## src/hw/rtl/modexp_pkg.sv

```systemverilog
package modexp_pkg;

    // Port width of base, exponent, modulus and result.
    localparam int PORT_W = 32;
    // Operand width of the arithmetic (range 8 to 64).
    localparam int OP_W   = 32;
    // Bit counter width of the shift-add-reduce unit.
    localparam int CNT_W  = (OP_W > 1) ? $clog2(OP_W) : 1;

    typedef logic [PORT_W-1:0] port_word_t;
    typedef logic [OP_W-1:0]   op_word_t;

    typedef enum logic [3:0] {
        ST_IDLE,
        ST_REDUCE,
        ST_POW_WR,
        ST_TEST,
        ST_MUL_ACC,
        ST_ACC_WR,
        ST_MUL_SQR,
        ST_SQR_WR,
        ST_FINISH
    } ctrl_state_t;

    // Controller to datapath commands.
    typedef struct packed {
        logic load;       // capture a new beat, start base reduction
        logic start_acc;  // multiplier <- acc * pow
        logic start_sqr;  // multiplier <- pow * pow
        logic step;       // one shift-add-reduce step
        logic wr_acc;     // acc <- product
        logic wr_pow;     // pow <- product
        logic shift_exp;  // consume one exponent bit
        logic wr_out;     // result register <- acc
    } dp_cmd_t;

    // Datapath to controller status.
    typedef struct packed {
        logic n_zero;        // modulus is zero
        logic exp_zero;      // no exponent bits left
        logic exp_lsb;       // current exponent bit
        logic exp_rest_zero; // no set bits above the current one
        logic mul_last;      // final step of a multiplication
    } dp_status_t;

    // Zero-extend or truncate a port word to operand width.
    function automatic op_word_t to_op(input port_word_t x);
        op_word_t r;
        r = '0;
        for (int i = 0; i < OP_W; i++) begin
            if (i < PORT_W) begin
                r[i] = x[i];
            end
        end
        return r;
    endfunction

    // Zero-extend or truncate an operand word to port width.
    function automatic port_word_t to_port(input op_word_t x);
        port_word_t r;
        r = '0;
        for (int i = 0; i < PORT_W; i++) begin
            if (i < OP_W) begin
                r[i] = x[i];
            end
        end
        return r;
    endfunction

endpackage

```

## src/hw/rtl/modexp_dp.sv

```systemverilog
module modexp_dp
    import modexp_pkg::*;
(
    input  logic       clk,
    input  logic       rst_n,
    input  logic       cfg_wr_en,
    input  port_word_t cfg_wr_data,
    input  port_word_t base,
    input  port_word_t exponent,
    input  dp_cmd_t    cmd,
    output dp_status_t status,
    output port_word_t power_result
);

    port_word_t       modulus_reg;
    op_word_t         acc_reg, acc_next;
    op_word_t         pow_reg, pow_next;
    op_word_t         exp_reg, exp_next;
    op_word_t         mx_reg, mx_next;
    op_word_t         my_reg, my_next;
    op_word_t         r_reg, r_next;
    logic [CNT_W-1:0] cnt_reg, cnt_next;
    port_word_t       result_reg, result_next;

    op_word_t         n;
    op_word_t         one;
    logic [OP_W+2:0]  t, n1, n2, d1, d2;
    op_word_t         step_r;

    assign n   = to_op(modulus_reg);
    assign one = {{(OP_W-1){1'b0}}, (n > op_word_t'(1))};

    // 2r + bit*x < 3n: pick t, t-n or t-2n from parallel subtracts.
    assign t  = {2'b00, r_reg, 1'b0} + (my_reg[OP_W-1] ? {3'b000, mx_reg} : '0);
    assign n1 = {3'b000, n};
    assign n2 = {2'b00, n, 1'b0};
    assign d1 = t - n1;
    assign d2 = t - n2;

    always_comb
    begin
        if (!d2[OP_W+2]) begin
            step_r = d2[OP_W-1:0];
        end else if (!d1[OP_W+2]) begin
            step_r = d1[OP_W-1:0];
        end else begin
            step_r = t[OP_W-1:0];
        end
    end

    always_comb
    begin
        acc_next    = acc_reg;
        pow_next    = pow_reg;
        exp_next    = exp_reg;
        mx_next     = mx_reg;
        my_next     = my_reg;
        r_next      = r_reg;
        cnt_next    = cnt_reg;
        result_next = result_reg;

        if (cmd.load) begin
            // base mod n computed as one * base
            acc_next = one;
            exp_next = to_op(exponent);
            mx_next  = one;
            my_next  = to_op(base);
            r_next   = '0;
            cnt_next = '0;
        end
        if (cmd.start_acc) begin
            mx_next  = acc_reg;
            my_next  = pow_reg;
            r_next   = '0;
            cnt_next = '0;
        end
        if (cmd.start_sqr) begin
            mx_next  = pow_reg;
            my_next  = pow_reg;
            r_next   = '0;
            cnt_next = '0;
        end
        if (cmd.step) begin
            r_next   = step_r;
            my_next  = {my_reg[OP_W-2:0], 1'b0};
            cnt_next = cnt_reg + CNT_W'(1);
        end
        if (cmd.wr_acc) begin
            acc_next = r_reg;
        end
        if (cmd.wr_pow) begin
            pow_next = r_reg;
        end
        if (cmd.shift_exp) begin
            exp_next = {1'b0, exp_reg[OP_W-1:1]};
        end
        if (cmd.wr_out) begin
            result_next = to_port(acc_reg);
        end
    end

    always_ff @(posedge clk or negedge rst_n)
    begin
        if (!rst_n) begin
            modulus_reg <= port_word_t'(1);
        end else if (cfg_wr_en) begin
            modulus_reg <= cfg_wr_data;
        end
    end

    always_ff @(posedge clk)
    begin
        acc_reg    <= acc_next;
        pow_reg    <= pow_next;
        exp_reg    <= exp_next;
        mx_reg     <= mx_next;
        my_reg     <= my_next;
        r_reg      <= r_next;
        cnt_reg    <= cnt_next;
        result_reg <= result_next;
    end

    assign status.n_zero        = (n == '0);
    assign status.exp_zero      = (exp_reg == '0);
    assign status.exp_lsb       = exp_reg[0];
    assign status.exp_rest_zero = (exp_reg[OP_W-1:1] == '0);
    assign status.mul_last      = (cnt_reg == CNT_W'(OP_W-1));

    assign power_result = result_reg;

endmodule

```

## src/hw/rtl/modexp_ctrl.sv

```systemverilog
module modexp_ctrl
    import modexp_pkg::*;
(
    input  logic       clk,
    input  logic       rst_n,
    input  logic       in_valid,
    output logic       in_ready,
    output logic       out_valid,
    input  logic       out_ready,
    input  dp_status_t status,
    output dp_cmd_t    cmd
);

    ctrl_state_t state_reg, state_next;
    logic        out_valid_reg, out_valid_next;

    always_ff @(posedge clk or negedge rst_n)
    begin
        if (!rst_n) begin
            state_reg     <= ST_IDLE;
            out_valid_reg <= 1'b0;
        end else begin
            state_reg     <= state_next;
            out_valid_reg <= out_valid_next;
        end
    end

    always_comb
    begin
        state_next     = state_reg;
        cmd            = '0;
        in_ready       = 1'b0;
        out_valid_next = out_valid_reg && !out_ready;

        unique case (state_reg)
            ST_IDLE:
            begin
                in_ready = 1'b1;
                if (in_valid) begin
                    cmd.load = 1'b1;
                    // zero modulus: acc loads as zero, nothing to compute
                    state_next = status.n_zero ? ST_FINISH : ST_REDUCE;
                end
            end
            ST_REDUCE:
            begin
                cmd.step = 1'b1;
                if (status.mul_last) begin
                    state_next = ST_POW_WR;
                end
            end
            ST_POW_WR:
            begin
                cmd.wr_pow = 1'b1;
                state_next = ST_TEST;
            end
            ST_TEST:
            begin
                priority if (status.exp_zero) begin
                    state_next = ST_FINISH;
                end else if (status.exp_lsb) begin
                    cmd.start_acc = 1'b1;
                    state_next    = ST_MUL_ACC;
                end else begin
                    cmd.start_sqr = 1'b1;
                    state_next    = ST_MUL_SQR;
                end
            end
            ST_MUL_ACC:
            begin
                cmd.step = 1'b1;
                if (status.mul_last) begin
                    state_next = ST_ACC_WR;
                end
            end
            ST_ACC_WR:
            begin
                cmd.wr_acc = 1'b1;
                if (status.exp_rest_zero) begin
                    // top bit done; the last squaring is never used
                    cmd.shift_exp = 1'b1;
                    state_next    = ST_FINISH;
                end else begin
                    cmd.start_sqr = 1'b1;
                    state_next    = ST_MUL_SQR;
                end
            end
            ST_MUL_SQR:
            begin
                cmd.step = 1'b1;
                if (status.mul_last) begin
                    state_next = ST_SQR_WR;
                end
            end
            ST_SQR_WR:
            begin
                cmd.wr_pow    = 1'b1;
                cmd.shift_exp = 1'b1;
                state_next    = ST_TEST;
            end
            ST_FINISH:
            begin
                if (!out_valid_reg || out_ready) begin
                    cmd.wr_out     = 1'b1;
                    out_valid_next = 1'b1;
                    state_next     = ST_IDLE;
                end
            end
            default:
            begin
                state_next = ST_IDLE;
            end
        endcase
    end

    assign out_valid = out_valid_reg;

endmodule

```

## src/hw/rtl/modular_exponentiation.sv

```systemverilog
// Modular exponentiation: each input beat (base, exponent) yields one output
// beat power_result = base^exponent mod modulus, always fully reduced; an
// exponent of zero gives 1 mod modulus, and a modulus of 0 or 1 gives 0.
// The modulus is a single register written through cfg_wr_en/cfg_wr_data
// (reset value 1); write it only while the block is idle. Items are handled
// one at a time: the exponent is scanned LSB first (right-to-left
// square-and-multiply), and every modular product runs through one
// bit-serial shift-add-reduce unit that takes OP_W steps plus a write-back.
// An item passes through an accept, the base reduction, a test per exponent
// bit, a multiply per set bit and a squaring per bit (the squaring after the
// top bit is skipped), and a finish step. The finish step is held while an
// earlier result still waits for out_ready. The result sits in an output
// register, so a new beat is taken while the previous result still waits
// for out_ready.

module modular_exponentiation
    import modexp_pkg::*;
(
    input  logic       clk,
    input  logic       rst_n,

    // modulus register write
    input  logic       cfg_wr_en,
    input  port_word_t cfg_wr_data,

    // input beat
    input  logic       in_valid,
    output logic       in_ready,
    input  port_word_t base,
    input  port_word_t exponent,

    // output beat
    output logic       out_valid,
    input  logic       out_ready,
    output port_word_t power_result
);

    dp_cmd_t    cmd;
    dp_status_t status;

    // Sequencer: walks reduction, multiply and square phases per exponent bit.
    modexp_ctrl u_ctrl (
        .clk       (clk),
        .rst_n     (rst_n),
        .in_valid  (in_valid),
        .in_ready  (in_ready),
        .out_valid (out_valid),
        .out_ready (out_ready),
        .status    (status),
        .cmd       (cmd)
    );

    // Operand registers, modulus register, shift-add-reduce unit, result reg.
    modexp_dp u_dp (
        .clk          (clk),
        .rst_n        (rst_n),
        .cfg_wr_en    (cfg_wr_en),
        .cfg_wr_data  (cfg_wr_data),
        .base         (base),
        .exponent     (exponent),
        .cmd          (cmd),
        .status       (status),
        .power_result (power_result)
    );

endmodule
```

## config.mk

```make
export PLATFORM = sky130hd
export DESIGN_NAME = modular_exponentiation
export DESIGN_NICKNAME = d
export VERILOG_FILES = /design/src/hw/rtl/modexp_pkg.sv /design/src/hw/rtl/modexp_dp.sv /design/src/hw/rtl/modexp_ctrl.sv /design/src/hw/rtl/modular_exponentiation.sv
export SDC_FILE = /design/constraint.sdc
export NUM_CORES = 1
export LEC_CHECK = 0
export BUFFER_PORTS_ARGS = -buffer_cell sky130_fd_sc_hd__buf_2
export CAP_MARGIN = 25
export CORE_MARGIN = 2
export CORE_UTILIZATION = 30
export CTS_BUF_LIST = sky130_fd_sc_hd__clkbuf_16
export CTS_CLUSTER_SIZE = 25
export DETAILED_ROUTE_END_ITERATION = 6
export SYNTH_ARGS = -nofsm -noshare
export SYNTH_HDL_FRONTEND = slang
export SYNTH_SLANG_ARGS = --single-unit
```

## constraint.sdc

```tcl
create_clock -name clk -period 6.35 [get_ports clk]
set_input_delay 0.9525 -clock clk [delete_from_list [all_inputs] [get_ports clk]]
set_output_delay 0.9525 -clock clk [all_outputs]
set_load 0.03 [all_outputs]
```

==> After elaboration in Yosys (flattened, before gate mapping) <==
Index checks and enable logic that the tools add are counted.
Widths: inputs -> output; s select.
{ "totals": {"regBits": 266, "input_bits": 101, "output_inout_bits": 34, "elab_cells": 96} }
{ "op_classes": {"addsub": 4, "n_lt_le_gt_ge": 1, "n_eq_ne": 14, "mux": 49, "n_reduce_logical": 15} }
{ "op_table": {"columns": ["op", "count"], "rows": [
  ["$mux 32", 15],
  ["$logic_not 32->1", 2],
  ["$mux 31", 2],
  ["$add 33x35->35", 1],
  ["$sub 35x32->35", 1],
  ["$sub 35x33->35", 1],
  ["$gt 32x1->1 const B", 1],
  ["$mux 4", 8],
  ["$pmux 4 s8", 1],
  ["$logic_not 31->1", 1],
  ["$mux 5", 4],
  ["$eq 4x3->1 const B", 4],
  ["$mux 1", 15],
  ["$eq 4x2->1 const B", 2],
  ["$ne 2x2->1 const B", 4],
  ["$add 5x1->5 const B", 1],
  ["$eq 5x5->1 const B", 1],
  ["$reduce_and 5->1", 1],
  ["$eq 4x1->1 const B", 1],
  ["$eq 4x4->1 const B", 1],
  ["$logic_not 4->1", 1],
  ["$mux 2", 2],
  ["$pmux 1 s2", 2],
  ["$reduce_bool 2->1", 2],
  ["other kinds (8)", 9]
]} }

==> Logic depth before layout (Yosys ltp) <==
{ "logic_depth": {"depth_word": 6, "ltp_mapped": 23, "ltp_nobuf": 21} }

==> Hierarchy <==
Synthesis repeated with hierarchy kept, for this count alone.
{ "unflattened": {"cells_unflattened": 1569, "area_unflattened_um2": 16288.1} }
{ "modules_own_cells": {"columns": ["module", "instances", "cells_each", "area_per_inst_um2", "seq_area_each_um2"], "rows": [
  ["modexp_dp", 1, 1517, 15825.2, 7658.6],
  ["modexp_ctrl", 1, 52, 462.9, 125.1]
]} }

==> Least setup slack after synthesis <==
Ideal clock, no wire load.
{ "synth_timing": {"path_kind": "reg-to-reg", "start": "register u_dp.my_reg[31]", "end": "register u_dp.r_reg[10] (data pin)", "arrival_ns": 4.447, "required_time_ns": 6.082, "slack_ns": 1.634, "stages_incl_launch_ff": 20, "path_buffers": 2, "cell_sequence": "edfxtp_1 clkbuf_1 nand2_1 fa_1 nand2b_1 a21o_1 a2111o_1 a21boi_0 o21a_1 nor2_1 xnor2_1 ha_1 a21oi_1 and3b_1 a211o_1 o21ai_1 a21oi_1 o21ai_1 clkbuf_1 o22ai_1"} }
{ "synth_between": {"elab_chain_len": 6, "word_cells_on_any_way": 7, "classes_between": "add/sub: 3; mux: 4"} }
{ "synth_rtl": {"columns": ["element", "line", "source"], "rows": [
  ["start: declaration", "modexp_dp.sv:20", "op_word_t my_reg, my_next;"],
  ["start signal: assignment", "modexp_dp.sv:117", "my_reg <= my_next;"],
  ["$mux 32 *", "modexp_dp.sv:34", "assign t = {2'b00, r_reg, 1'b0} + (my_reg[OP_W-1] ? {3'b000, mx_reg} : '0);"],
  ["$add 33x35->35 *", "modexp_dp.sv:34", null],
  ["$sub 35x32->35", "modexp_dp.sv:37", "assign d1 = t - n1;"],
  ["$mux 32", "modexp_dp.sv:44", "end else if (!d1[OP_W+2]) begin"],
  ["$mux 32 *", "modexp_dp.sv:42", "if (!d2[OP_W+2]) begin"],
  ["$mux 32 *", "modexp_dp.sv:83", "if (cmd.step) begin"],
  ["end signal: assignment", "modexp_dp.sv:118", "r_reg <= r_next;"],
  ["end: declaration", "modexp_dp.sv:21", "op_word_t r_reg, r_next;"]
]} }
Every way passes the cells marked *; elsewhere a longest branch is shown, timed or not.
A chain may end at the register's enable or synchronous reset.

==> Worst setup path after layout <==
{ "layout_timing": {"start": "register u_dp.my_reg[31]", "end": "register u_dp.r_reg[25] (data pin)"} }
The elaborated chain is that of the path after synthesis.

==> out/qor.yml <==
status: "finished, final reports clean"
cts_sinks: 266
antenna_left: 0
numCtsBuffers: 29
core_sq_um: 52700
path_clk_slew_ns: 0.06
drcViolationCount: 0
final.min_clock_period_ns: 5.81
drive_above_1_share_pct: 15.1
antenna_found_initial: 2
slew_viol_final: 0
final_core_util_pct: 35.2
start_util_pct: 30.4
cts_max_level: 1
max-cap-violations: 0
grt_use_total_pct: 14.9
period_share_pct: 91.4
synth.largest_area_cell: "edfxtp_1"
clk_path_buf_depth: 3
wire_per_inst_um: 18.1
gp_congestion: 0.924
relSlewSlack_pct: 38.9
cp_max_fo: 29
end_kind: "register"
required_ns: 6.73
num_rows: 84
ys_seq_area_share_pct: 48.6
setup_viol: 0
synth_area_sq_um: 16000
synth_warnings: 0
start_kind: "register"
die-area_sq_um: 55300
pin_count: 135
layout.nets: 1835
ys_seq_elements: 266
tns_ns: 0
grt_max_degree: 70
gr-total-overflow: 0
cts_tree: "done"
dp_hpwl_um: 32000
postSynthCellCount: 1506
rsz0062_at_grt: "no"
hold_class: "reg2reg"
die_h_um: 235
synth-async-reset-ratio_pct: 13.9
grt_pass1_vias: 11600
vias_per_cell: 5.14
firstDrtPassIters: 5
wirelength_um: 42500
synth_top_flop_cell: "edfxtp_1"
diodes: 0
die_w_um: 235
skew_ns: 0.0145
synth_edf_count: 227
syn_avg_cell_area_sq_um: 10.6
timing.fmax_ghz: 0.172
grt_pass1_wl_um: 66400
synth_area_leaders: "edfxtp_1 43%, ha_1 7.6%, dfrtp_1 5.6%"
cp_data_arrival_time_ns: 6.18
hold_buffers: 0
critPathKind: "reg2reg"
worst_slew_pin_slew_ns: 0.916
yosysTopAreaCellShare_pct: 42.5
synthDistinctLibCells: 73
clockRootBuffer: "clkbuf_16"
port_buffers: 134
area_growth_syn_to_layout_pct: 15.7
drtIter0Drc: 1083
hold_violations: 0
synth_fp_nets: 1707
clock_latency_ns: 0.58
vias: 12100
## metrics by stage
stage / setup slack (ns) / instances / hold slack (ns) / area (sq um)
3_5_place_dp: 0.431 / 2288 / 0.434 / 17500
3_3_place_gp: 0.706 / 2287 / 0.432 / 17500
6_report: 0.544 / 2345 / 0.446 / 18500
4_1_cts: 0.404 / 2342 / 0.444 / 18500
2_1_floorplan: 1.63 / 1506 / 0.424 / 16000
5_1_grt: 0.160 / 2345 / 0.464 / 18500
## worst paths after layout
path / startpoint / to / slack, ns / depth (start not counted)
hold / removal: u_dp.acc_reg[15]$_SDFFCE_PN0P_ / u_dp.power_result[15]$_DFFE_PP_ / 0.45 / 0
setup reg to reg: u_dp.my_reg[31]$_DFFE_PP_ / u_dp.r_reg[25]$_SDFFCE_PN0P_ / 0.54 / 19
setup / recovery: u_dp.my_reg[31]$_DFFE_PP_ / u_dp.r_reg[25]$_SDFFCE_PN0P_ / 0.54 / 19
max in group asynchronous: rst_n / u_dp.modulus_reg[21]$_DFFE_PN0P_ / 5.27 / 1
hold reg to reg: u_dp.acc_reg[15]$_SDFFCE_PN0P_ / u_dp.power_result[15]$_DFFE_PP_ / 0.45 / 0
min in group asynchronous: rst_n / u_dp.modulus_reg[29]$_DFFE_PN0P_ / 0.50 / 1
## what timing repair did
item                                    4_1_cts  5_1_grt
gates resized for setup                       0        1
endpoints found under the hold margin         0        0
buffers inserted                              0        0
endpoints found under the setup margin        0        8
## cell usage in the layout, fill, tap and decap left out, types with 12 or more instances in the layout
master	count
edfxtp_1	227
nand2_1	140
buf_2	134
o21ai_0	116
ha_1	97
a21oi_1	86
nor2_1	81
and2_1	68
inv_1	64
mux2i_1	57
xnor2_1	48
dfrtp_1	36
xor2_1	33
mux2_2	32
a21o_1	31
a22o_1	31
clkbuf_16	29
o22ai_1	25
nand3_1	25
nor3_1	20
nor4_1	19
o21a_1	18
nand4_1	17
o211ai_1	15
nand2b_1	14
buf_4	14
and3_1	12
## cell type report
type | instances | area (sq um)
flip-flops and latches | 266 | 7780
inverters | 63 | 236
clock buffers | 29 | 726
multi-input cells | 1121 | 7790
clock inverters | 25 | 268
well taps | 688 | 861
fillers | 5210 | 34100
repair buffers | 153 | 871
## logic make-up after synthesis
| kind of cell | count (synthesis) | synth area share (%) |
|---|---|---|
| AOI/OAI and AO/OA | 418 | 16.9 |
| DFF | 266 | 48.6 |
| and+or+nand+nor | 433 | 13.2 |
| buffers and inverters | 119 | 3.08 |
| adders and majority gates | 100 | 7.95 |
| muxes | 89 | 5.81 |
| xor gates and xnor gates | 81 | 4.43 |
## per-layer routing
| layer | global-route usage [%] | vias to the layer above | part of all wire (%) |
|---|---|---|---|
| met3 | 2.05 | 52 | 4.9 |
| met1 | 22.8 | 5768 | 51 |
| met4 | 3.39 | 4 | 2.0 |
| li1 | - | 5900 | - |
| met2 | 22.1 | 339 | 42 |
| met5 | 0 | - | 0.056 |
## worst max-delay path, stage by stage, from the launching register on
cell and delay (ns):
edfxtp_1 0.57, and2_1 0.20, ha_1 0.19, inv_1 0.07, fa_1 0.40, nand2b_1 0.18, a21o_1 0.20, a21oi_1 0.24
a21boi_0 0.24, nor3b_1 0.41, o22ai_1 0.15, xnor2_1 0.23, buf_4 0.19, ha_1 0.31, a21o_1 0.19, a21o_1 0.18
a211oi_1 0.32, a21oi_1 0.17, or3_2 0.75, o311ai_1 0.40
## synthesized netlist by cell type (7+ instances only)
master,number
a211o_1,7
a211oi_1,10
a21boi_0,8
a21o_1,31
a21oi_1,87
a22o_1,31
a31oi_1,10
and2_1,69
and3_1,12
buf_2,8
clkbuf_1,41
dfrtp_1,36
edfxtp_1,227
ha_1,97
inv_1,63
mux2_2,32
mux2i_1,57
nand2_1,140
nand2b_1,14
nand3_1,26
nand4_1,17
nor2_1,82
nor2b_1,10
nor3_1,20
nor4_1,19
o211ai_1,15
o21a_1,18
o21ai_0,116
o22ai_1,25
or3_1,7
xnor2_1,48
xor2_1,33
Power is left out: the tool's default activity adds up to more than one toggle a clock period on the data nets, which glitch-free logic cannot reach.
